**config.mk**
```make
export PLATFORM = sky130hd
export DESIGN_NAME = relr_relocation_decoder_top
export DESIGN_NICKNAME = d
export VERILOG_FILES = /design/src/design/relr_pkg.sv /design/src/design/relr_front.sv /design/src/design/relr_cmd_queue.sv /design/src/design/relr_back.sv /design/src/design/relr_relocation_decoder_top.sv
export SDC_FILE = /design/constraint.sdc
export NUM_CORES = 1
export LEC_CHECK = 0
export BUFFER_PORTS_ARGS = -buffer_cell sky130_fd_sc_hd__buf_2
export CAP_MARGIN = 0
export CORE_ASPECT_RATIO = 0.9
export CORE_UTILIZATION = 55
export CTS_CLUSTER_SIZE = 12
export DETAILED_ROUTE_END_ITERATION = 8
export GPL_ROUTABILITY_DRIVEN = 0
export PLACE_DENSITY = 0.81
export SYNTH_ARGS = -nofsm -noshare
export SYNTH_HDL_FRONTEND = slang
export SYNTH_HIERARCHICAL = 1
export SYNTH_SLANG_ARGS = --single-unit
```
**constraint.sdc**
```tcl
create_clock -name clock -period 6.55 [get_ports clock]
set_input_delay 1.31 -clock clock [delete_from_list [all_inputs] [get_ports clock]]
set_output_delay 1.31 -clock clock [all_outputs]
set_load 0.05 [all_outputs]
```
**src/design/relr_pkg.sv**
```systemverilog
// shared types and constants for the relr relocation decoder
package relr_pkg;

   // widths fixed by the table format
   localparam int ENTRY_W     = 64;
   localparam int BITMAP_W    = 63;
   localparam int QUEUE_DEPTH = 2;
   localparam int QUEUE_PTR_W = 1;
   localparam int QUEUE_CNT_W = 2;

   // one decoded command between front and back
   typedef struct packed {
      logic [BITMAP_W-1:0] bits;  // bit i set: emit base + i words
      logic [ENTRY_W-1:0]  base;  // address of bit 0
   } relr_cmd_type;

   // transfer group for the command queue
   typedef struct packed {
      logic         valid;
      relr_cmd_type cmd;
   } relr_cmd_xfer_type;

endpackage

```
**src/design/relr_front.sv**
```systemverilog
// front end: accepts table entries, tracks the next address, emits commands
module relr_front #(
   parameter int WORD_BYTES = 8
) (
   input  logic                       clock,
   input  logic                       reset,
   input  logic                       req_tvalid,
   output logic                       req_tready,
   input  logic [relr_pkg::ENTRY_W-1:0] req_tdata,
   input  logic                       req_tlast,
   output relr_pkg::relr_cmd_xfer_type push,
   input  logic                       push_ready
);

   localparam int ENTRY_BITS = 8 * WORD_BYTES;
   localparam logic [relr_pkg::ENTRY_W-1:0] ADDR_MASK =
      {relr_pkg::ENTRY_W{1'b1}} >> (relr_pkg::ENTRY_W - ENTRY_BITS);
   localparam logic [relr_pkg::ENTRY_W-1:0] WORD_STEP = relr_pkg::ENTRY_W'(WORD_BYTES);
   localparam logic [relr_pkg::ENTRY_W-1:0] BITMAP_STEP =
      relr_pkg::ENTRY_W'((ENTRY_BITS - 1) * WORD_BYTES);

   logic [relr_pkg::ENTRY_W-1:0] next_addr_ff;
   logic [relr_pkg::ENTRY_W-1:0] next_addr_in;
   logic [relr_pkg::ENTRY_W-1:0] word;
   logic                         accept;

   assign req_tready = push_ready;
   assign accept     = req_tvalid && req_tready;
   assign word       = req_tdata & ADDR_MASK;

   // classify the entry and build the command
   always_comb begin
      push.valid = accept;
      if (!word[0]) begin
         push.cmd.base = word;
         push.cmd.bits = relr_pkg::BITMAP_W'(1);
         next_addr_in  = (word + WORD_STEP) & ADDR_MASK;
      end else begin
         push.cmd.base = next_addr_ff;
         push.cmd.bits = word[relr_pkg::ENTRY_W-1:1];
         next_addr_in  = (next_addr_ff + BITMAP_STEP) & ADDR_MASK;
      end
      if (req_tlast) begin
         next_addr_in = '0;
      end
   end

   // next address register
   always_ff @(posedge clock) begin
      if (reset) begin
         next_addr_ff <= '0;
      end else if (accept) begin
         next_addr_ff <= next_addr_in;
      end
   end

endmodule

```
**src/design/relr_cmd_queue.sv**
```systemverilog
// two-entry command queue between front and back
module relr_cmd_queue (
   input  logic                        clock,
   input  logic                        reset,
   input  relr_pkg::relr_cmd_xfer_type push,
   output logic                        push_ready,
   output relr_pkg::relr_cmd_xfer_type head,
   input  logic                        pop
);

   relr_pkg::relr_cmd_type               slot_ff [relr_pkg::QUEUE_DEPTH];
   logic [relr_pkg::QUEUE_PTR_W-1:0]     wr_ptr_ff;
   logic [relr_pkg::QUEUE_PTR_W-1:0]     rd_ptr_ff;
   logic [relr_pkg::QUEUE_CNT_W-1:0]     count_ff;
   logic [relr_pkg::QUEUE_CNT_W-1:0]     count_in;
   logic                                 do_push;
   logic                                 do_pop;

   assign push_ready = (count_ff != relr_pkg::QUEUE_CNT_W'(relr_pkg::QUEUE_DEPTH));
   assign head.valid = (count_ff != '0);
   assign head.cmd   = slot_ff[rd_ptr_ff];
   assign do_push    = push.valid && push_ready;
   assign do_pop     = pop && head.valid;

   // occupancy
   always_comb begin
      count_in = count_ff;
      if (do_push && !do_pop) begin
         count_in = count_ff + 1'b1;
      end else if (do_pop && !do_push) begin
         count_in = count_ff - 1'b1;
      end
   end

   // pointers and count
   always_ff @(posedge clock) begin
      if (reset) begin
         wr_ptr_ff <= '0;
         rd_ptr_ff <= '0;
         count_ff  <= '0;
      end else begin
         if (do_push) begin
            wr_ptr_ff <= wr_ptr_ff + 1'b1;
         end
         if (do_pop) begin
            rd_ptr_ff <= rd_ptr_ff + 1'b1;
         end
         count_ff <= count_in;
      end
   end

   // storage
   always_ff @(posedge clock) begin
      if (do_push) begin
         slot_ff[wr_ptr_ff] <= push.cmd;
      end
   end

endmodule

```
**src/design/relr_back.sv**
```systemverilog
// back end: walks a command bit by bit and drives the result register
module relr_back #(
   parameter int WORD_BYTES = 8
) (
   input  logic                          clock,
   input  logic                          reset,
   input  relr_pkg::relr_cmd_xfer_type   head,
   output logic                          pop,
   output logic                          rsp_tvalid,
   input  logic                          rsp_tready,
   output logic [relr_pkg::ENTRY_W-1:0]  rsp_tdata,
   output logic                          rsp_tlast
);

   localparam int ENTRY_BITS = 8 * WORD_BYTES;
   localparam logic [relr_pkg::ENTRY_W-1:0] ADDR_MASK =
      {relr_pkg::ENTRY_W{1'b1}} >> (relr_pkg::ENTRY_W - ENTRY_BITS);
   localparam logic [relr_pkg::ENTRY_W-1:0] WORD_STEP = relr_pkg::ENTRY_W'(WORD_BYTES);

   logic                          busy_ff;
   logic                          busy_in;
   logic [relr_pkg::BITMAP_W-1:0] bits_ff;
   logic [relr_pkg::BITMAP_W-1:0] bits_in;
   logic [relr_pkg::ENTRY_W-1:0]  addr_ff;
   logic [relr_pkg::ENTRY_W-1:0]  addr_in;
   logic                          out_valid_ff;
   logic                          out_valid_in;
   logic [relr_pkg::ENTRY_W-1:0]  out_addr_ff;
   logic                          out_last_ff;
   logic [relr_pkg::BITMAP_W-1:0] rest;
   logic                          out_free;
   logic                          emit;
   logic                          advance;

   assign rest     = bits_ff >> 1;
   assign out_free = !out_valid_ff || rsp_tready;
   assign emit     = busy_ff && bits_ff[0] && out_free;
   assign advance  = busy_ff && (out_free || !bits_ff[0]);
   assign pop      = !busy_ff && head.valid;

   // walk: load a command when idle, one bit per cycle unless held
   always_comb begin
      busy_in = busy_ff;
      bits_in = bits_ff;
      addr_in = addr_ff;
      if (pop) begin
         busy_in = |head.cmd.bits;
         bits_in = head.cmd.bits;
         addr_in = head.cmd.base;
      end else if (advance) begin
         busy_in = |rest;
         bits_in = rest;
         addr_in = (addr_ff + WORD_STEP) & ADDR_MASK;
      end
   end

   // result register valid
   always_comb begin
      out_valid_in = out_valid_ff;
      if (emit) begin
         out_valid_in = 1'b1;
      end else if (rsp_tready) begin
         out_valid_in = 1'b0;
      end
   end

   // control registers
   always_ff @(posedge clock) begin
      if (reset) begin
         busy_ff      <= 1'b0;
         out_valid_ff <= 1'b0;
      end else begin
         busy_ff      <= busy_in;
         out_valid_ff <= out_valid_in;
      end
   end

   // datapath registers
   always_ff @(posedge clock) begin
      bits_ff <= bits_in;
      addr_ff <= addr_in;
      if (emit) begin
         out_addr_ff <= addr_ff;
         out_last_ff <= ~|rest;
      end
   end

   assign rsp_tvalid = out_valid_ff;
   assign rsp_tdata  = out_addr_ff;
   assign rsp_tlast  = out_last_ff;

endmodule

```
**src/design/relr_relocation_decoder_top.sv**
```systemverilog
// top level of the relr relative-relocation address decoder
//
// usage: feed packed relr table words on the req_ stream, one word per
// transfer, with req_tlast high on the final word of a table. the rsp_
// stream gives one patch address per transfer; rsp_tlast is high on the
// last address produced by a given table word. a bitmap word with no bits
// set above bit 0 produces nothing but still advances the running address.
// an accepted word passes through the queue into the walk registers; its
// first address reaches the result register after the back end steps over
// each clear bitmap position below the lowest set one. the back end steps
// one bitmap position per cycle, holding at a set one while the result
// register is full, and pops a word only when done with the last. the front
// end takes new words into a two-entry queue while the back end works.
// reset clears the running address to zero and empties the queue and the
// result register. when rsp_tready is low the result register holds, the
// back end halts at a set bit, and once the queue fills req_tready drops.
module relr_relocation_decoder_top #(
   parameter int WORD_BYTES = 8
) (
   input  logic        clock,
   input  logic        reset,
   input  logic        req_tvalid,
   output logic        req_tready,
   input  logic [63:0] req_tdata,   // entry[63:0]
   input  logic        req_tlast,   // end_of_table
   output logic        rsp_tvalid,
   input  logic        rsp_tready,
   output logic [63:0] rsp_tdata,   // patch_address[63:0]
   output logic        rsp_tlast    // last_of_run
);

   relr_pkg::relr_cmd_xfer_type push;
   relr_pkg::relr_cmd_xfer_type head;
   logic                        push_ready;
   logic                        pop;

   // entry classification and running address
   relr_front #(
      .WORD_BYTES (WORD_BYTES)
   ) u_front (
      .clock      (clock),
      .reset      (reset),
      .req_tvalid (req_tvalid),
      .req_tready (req_tready),
      .req_tdata  (req_tdata),
      .req_tlast  (req_tlast),
      .push       (push),
      .push_ready (push_ready)
   );

   // decoupling queue
   relr_cmd_queue u_queue (
      .clock      (clock),
      .reset      (reset),
      .push       (push),
      .push_ready (push_ready),
      .head       (head),
      .pop        (pop)
   );

   // bitmap walk and result register
   relr_back #(
      .WORD_BYTES (WORD_BYTES)
   ) u_back (
      .clock      (clock),
      .reset      (reset),
      .head       (head),
      .pop        (pop),
      .rsp_tvalid (rsp_tvalid),
      .rsp_tready (rsp_tready),
      .rsp_tdata  (rsp_tdata),
      .rsp_tlast  (rsp_tlast)
   );

endmodule

```
==> results.py <==
metrics = {
    "cts": {
        "post_cts_buffers": 0,
        "cts-root-buf": "clkbuf_16",
        "ctsHtreeMaxLevel": 2,
        "clk_latency_ns": 0.61,
        "clk_pin_slew_ns": 0.06,
        "numCtsBuffers": 52,
        "hold_buffers": 0,
        "tritoncts": "done",
        "clock-sinks": 516,
        "postCtsResizedCells": 0,
        "cts.path.max_buffers": 3,
    },
    "timing": {
        "drv_slew": 0,
        "final_hold_viol_count": 0,
        "relSlewSlack": 0.139,
        "hold-worst-slack_ns": 0.421,
        "rsz0062_at_grt": "false",
        "fin_skew_ns": 0.0141,
        "period_share": 0.624,
        "finalWorstSetupSlack_ns": 2.46,
        "setup_viol": 0,
        "finalCriticalPeriod_ns": 4.09,
        "tns_ns": 0,
        "worst_pin_slew_ns": 1.29,
        "fmax_mhz": 245,
    },
    "setup_path": {
        "worstSetupStartpointType": "flop",
        "worst-setup-path-type": "flop to flop",
        "cp_slowest_cell": "inv_4",
        "arrival_ns": 4.36,
        "crit_chain": "nand2b_1 -> nand2_1 -> inv_1 -> nand3b_1 -> inv_4 -> buf_4",
        "worst-path-max-fanout": 72,
        "endpoint_kind": "flop",
        "rr_worst_depth": 6,
        "cpPeakStageDelay_ns": 0.73,
        "cp_data_required_time_ns": 6.82,
    },
    "power_and_ir_drop": {
        "sw_frac_of_total": 0.349,
        "p_sw_mw": 4.07,
        "p_leak_nw": 9.55,
        "peakVddDrop_v": 0.000242,
        "p_int_mw": 7.59,
        "clockPowerShare": 0.240,
        "finalPower_mw": 11.7,
        "power_frac_comb": 0.283,
        "cellPowerDensity_mw_per_mm2": 421,
        "seqPwrFrac": 0.478,
    },
    "yosys": {
        "ys_top_cells_by_area": "edfxtp_1, mux2_2, dfxtp_1, nand2_1, o21ai_0",
        "synthArstFlopShare": 0,
        "synth_cell_types": 83,
        "syn_avg_cell_area_um2": 11.7,
        "synth_xor_area_frac": 0.0304,
        "synth_edf_count": 446,
        "synth_compound_area_frac": 0.0774,
        "yosys.area_share.simple": 0.185,
        "yosys_most_used_dff": "edfxtp_1",
        "synth_top_family_by_area": "simple AND/OR/NAND/NOR gates",
        "synth_nets": 2210,
        "synth_fa_ha_area_frac": 0.00200,
        "ys_seq_area_frac": 0.591,
        "yosysWarningCount": 6,
        "synthMuxAreaShare": 0.0887,
        "syn-instance-count": 2137,
        "yosysTopAreaCell": "edfxtp_1",
        "syn_area_mm2": 0.0251,
        "yosys_register_bits": 516,
        "synth_top_area_share": 0.535,
    },
    "floorplanning": {
        "fp.dieArea_mm2": 0.0464,
        "core_mm2": 0.0446,
        "num_io_pins": 136,
        "floorplan.initialDensity": 0.562,
        "fp.dieH_um": 204,
        "rows": 73,
        "fp.dieW_um": 227,
    },
    "routing": {
        "vias": 18400,
        "post_drt_wl_per_cell_um": 22.3,
        "first_pass_iters": 6,
        "drt-initial-drc-count": 2925,
        "viasPerCell": 6.43,
        "drc": 0,
        "ant_nets": 0,
        "totalWireLength_um": 64000,
    },
    "run_status": {
        "status": "finished clean",
    },
    "layout": {
        "final_layout_size_suffix_gt1_frac": 0.195,
        "syn_to_final_growth_pct": 10.6,
        "fillers": 3418,
        "final_util": 0.622,
        "finish.net_count": 2295,
    },
    "place": {
        "dp_slack_ns": 1.98,
        "post-dp-hpwl_um": 43700,
        "portBuffers": 135,
    },
    "min_path": {
        "hold_path.class": "flop to flop",
        "hold_depth": 0,
    },
    "global_routing": {
        "grt_pass1_vias": 17400,
        "overflow": 0,
        "grt_max_degree": 100,
        "grt_pass1_wl_um": 97100,
        "antenna_found_initial": 9,
        "grt.total_usage": 0.274,
    },
    "flow_run": {
        "cap_viol_max_count": 0,
    },
}
## metal layers
layer / wire (µm) / part of all wire / vias to the layer above / global-route usage
li1: - / - / 8244 / -
met1: 25000 / 0.39 / 8865 / 0.375
met2: 29300 / 0.46 / 1136 / 0.423
met3: 7050 / 0.11 / 191 / 0.0579
met4: 2580 / 0.040 / 8 / 0.120
met5: 42 / 0.00066 / - / 0
## critical path: cells and delay by family (launching register included)
kind,cells,cell delay (ns)
buf+inv,3,1.92
simple gates,3,1.29
flops,1,0.42
## sequential cells by signal, indices dropped and copies added, names as in the netlist, 2 cells and up, named ones only
signal / cells
u_queue/slot_ff: 254
u_back/addr_ff: 64
u_back/rsp_tdata: 64
u_back/bits_ff: 63
u_front/next_addr_ff: 63
u_queue/count_ff: 2
## placed cells by master (no fill, tap or decap), types with 31 or more instances in the layout
| cell | n |
|---|---|
| and3_1 | 34 |
| nor4_1 | 56 |
| mux2_2 | 152 |
| nand4_1 | 75 |
| buf_2 | 134 |
| and2_1 | 66 |
| dfxtp_1 | 69 |
| nand3_1 | 65 |
| a31oi_1 | 34 |
| o21ai_0 | 114 |
| clkbuf_16 | 53 |
| nor2_1 | 93 |
| nand2_1 | 342 |
| edfxtp_1 | 446 |
| xnor2_1 | 56 |
| a21oi_1 | 40 |
| xor2_1 | 31 |
| nor3_1 | 42 |
## path summary, 6_finish.rpt
check / start / end / slack [ns]
worst min register to register: u_back/addr_ff[0]$_DFFE_PP_ / u_back/rsp_tdata[0]$_DFFE_PP_ / 0.42
worst min-delay path: u_back/addr_ff[0]$_DFFE_PP_ / u_back/rsp_tdata[0]$_DFFE_PP_ / 0.42
worst max register to register: u_queue/count_ff[0]$_SDFFE_PP0P_ / u_queue/slot_ff[0][84]$_DFFE_PP_ / 2.46
worst max-delay path: u_queue/count_ff[0]$_SDFFE_PP0P_ / u_queue/slot_ff[0][84]$_DFFE_PP_ / 2.46
## through the flow
| stage | cells | instance area, µm² |
|---|---|---|
| after detailed placement | 2768 | 26100 |
| after global routing | 2869 | 27700 |
| after global placement | 2768 | 26100 |
| after floorplan | 2137 | 25100 |
| final | 2870 | 27700 |
| after CTS | 2865 | 27700 |
## logic make-up after synthesis
group                      Yosys count
and+or+nand+nor                    889
xor gates and xnor gates            87
other                                1
adders and majority gates            4
buffers and inverters              149
muxes                              188
AOI/OAI and AO/OA                  303
DFF                                516
## cell usage after synthesis, drive strengths merged, types with 5 or more instances
library cell	n
o31ai	15
xnor2	56
o221ai	6
dfxtp	70
buf	39
nor3b	5
inv	25
a31oi	34
a22oi	10
nor3	44
or2	5
edfxtp	446
xor2	31
mux2i	6
o31a	5
nand2	343
o21ai	115
a211oi	5
nand3	66
or4	19
and2	67
nand4b	6
and3	35
and4	27
a41oi	5
clkbuf	83
o22ai	5
nand3b	7
o211ai	11
mux2	182
nor2	94
nor4	63
nand4	79
o21a	7
or3	13
a21oi	40
## area by class of cell
| type | instances | area [µm²] | area share |
|---|---|---|---|
| antenna | 5 | 12.5 | 0.000451 |
| clock buffer | 85 | 1480 | 0.0533 |
| clock inverter | 12 | 92.6 | 0.00334 |
| inverter | 27 | 106 | 0.00384 |
| multi-input combinational | 1472 | 9650 | 0.348 |
| sequential | 516 | 14800 | 0.534 |
| tap | 600 | 751 | 0.0271 |
| timing repair buffer | 153 | 826 | 0.0298 |
## power by group through the flow
stage,sequential [mW],combinational (mW),clock (mW)
CTS,5.55,3.28,2.83
detailed placement,5.60,3.26,0
floorplan,5.81,2.15,0
global placement,5.55,3.15,0
global route,5.66,3.57,2.96
finish,5.57,3.30,2.79
Power figures use the tool's default switching activity.
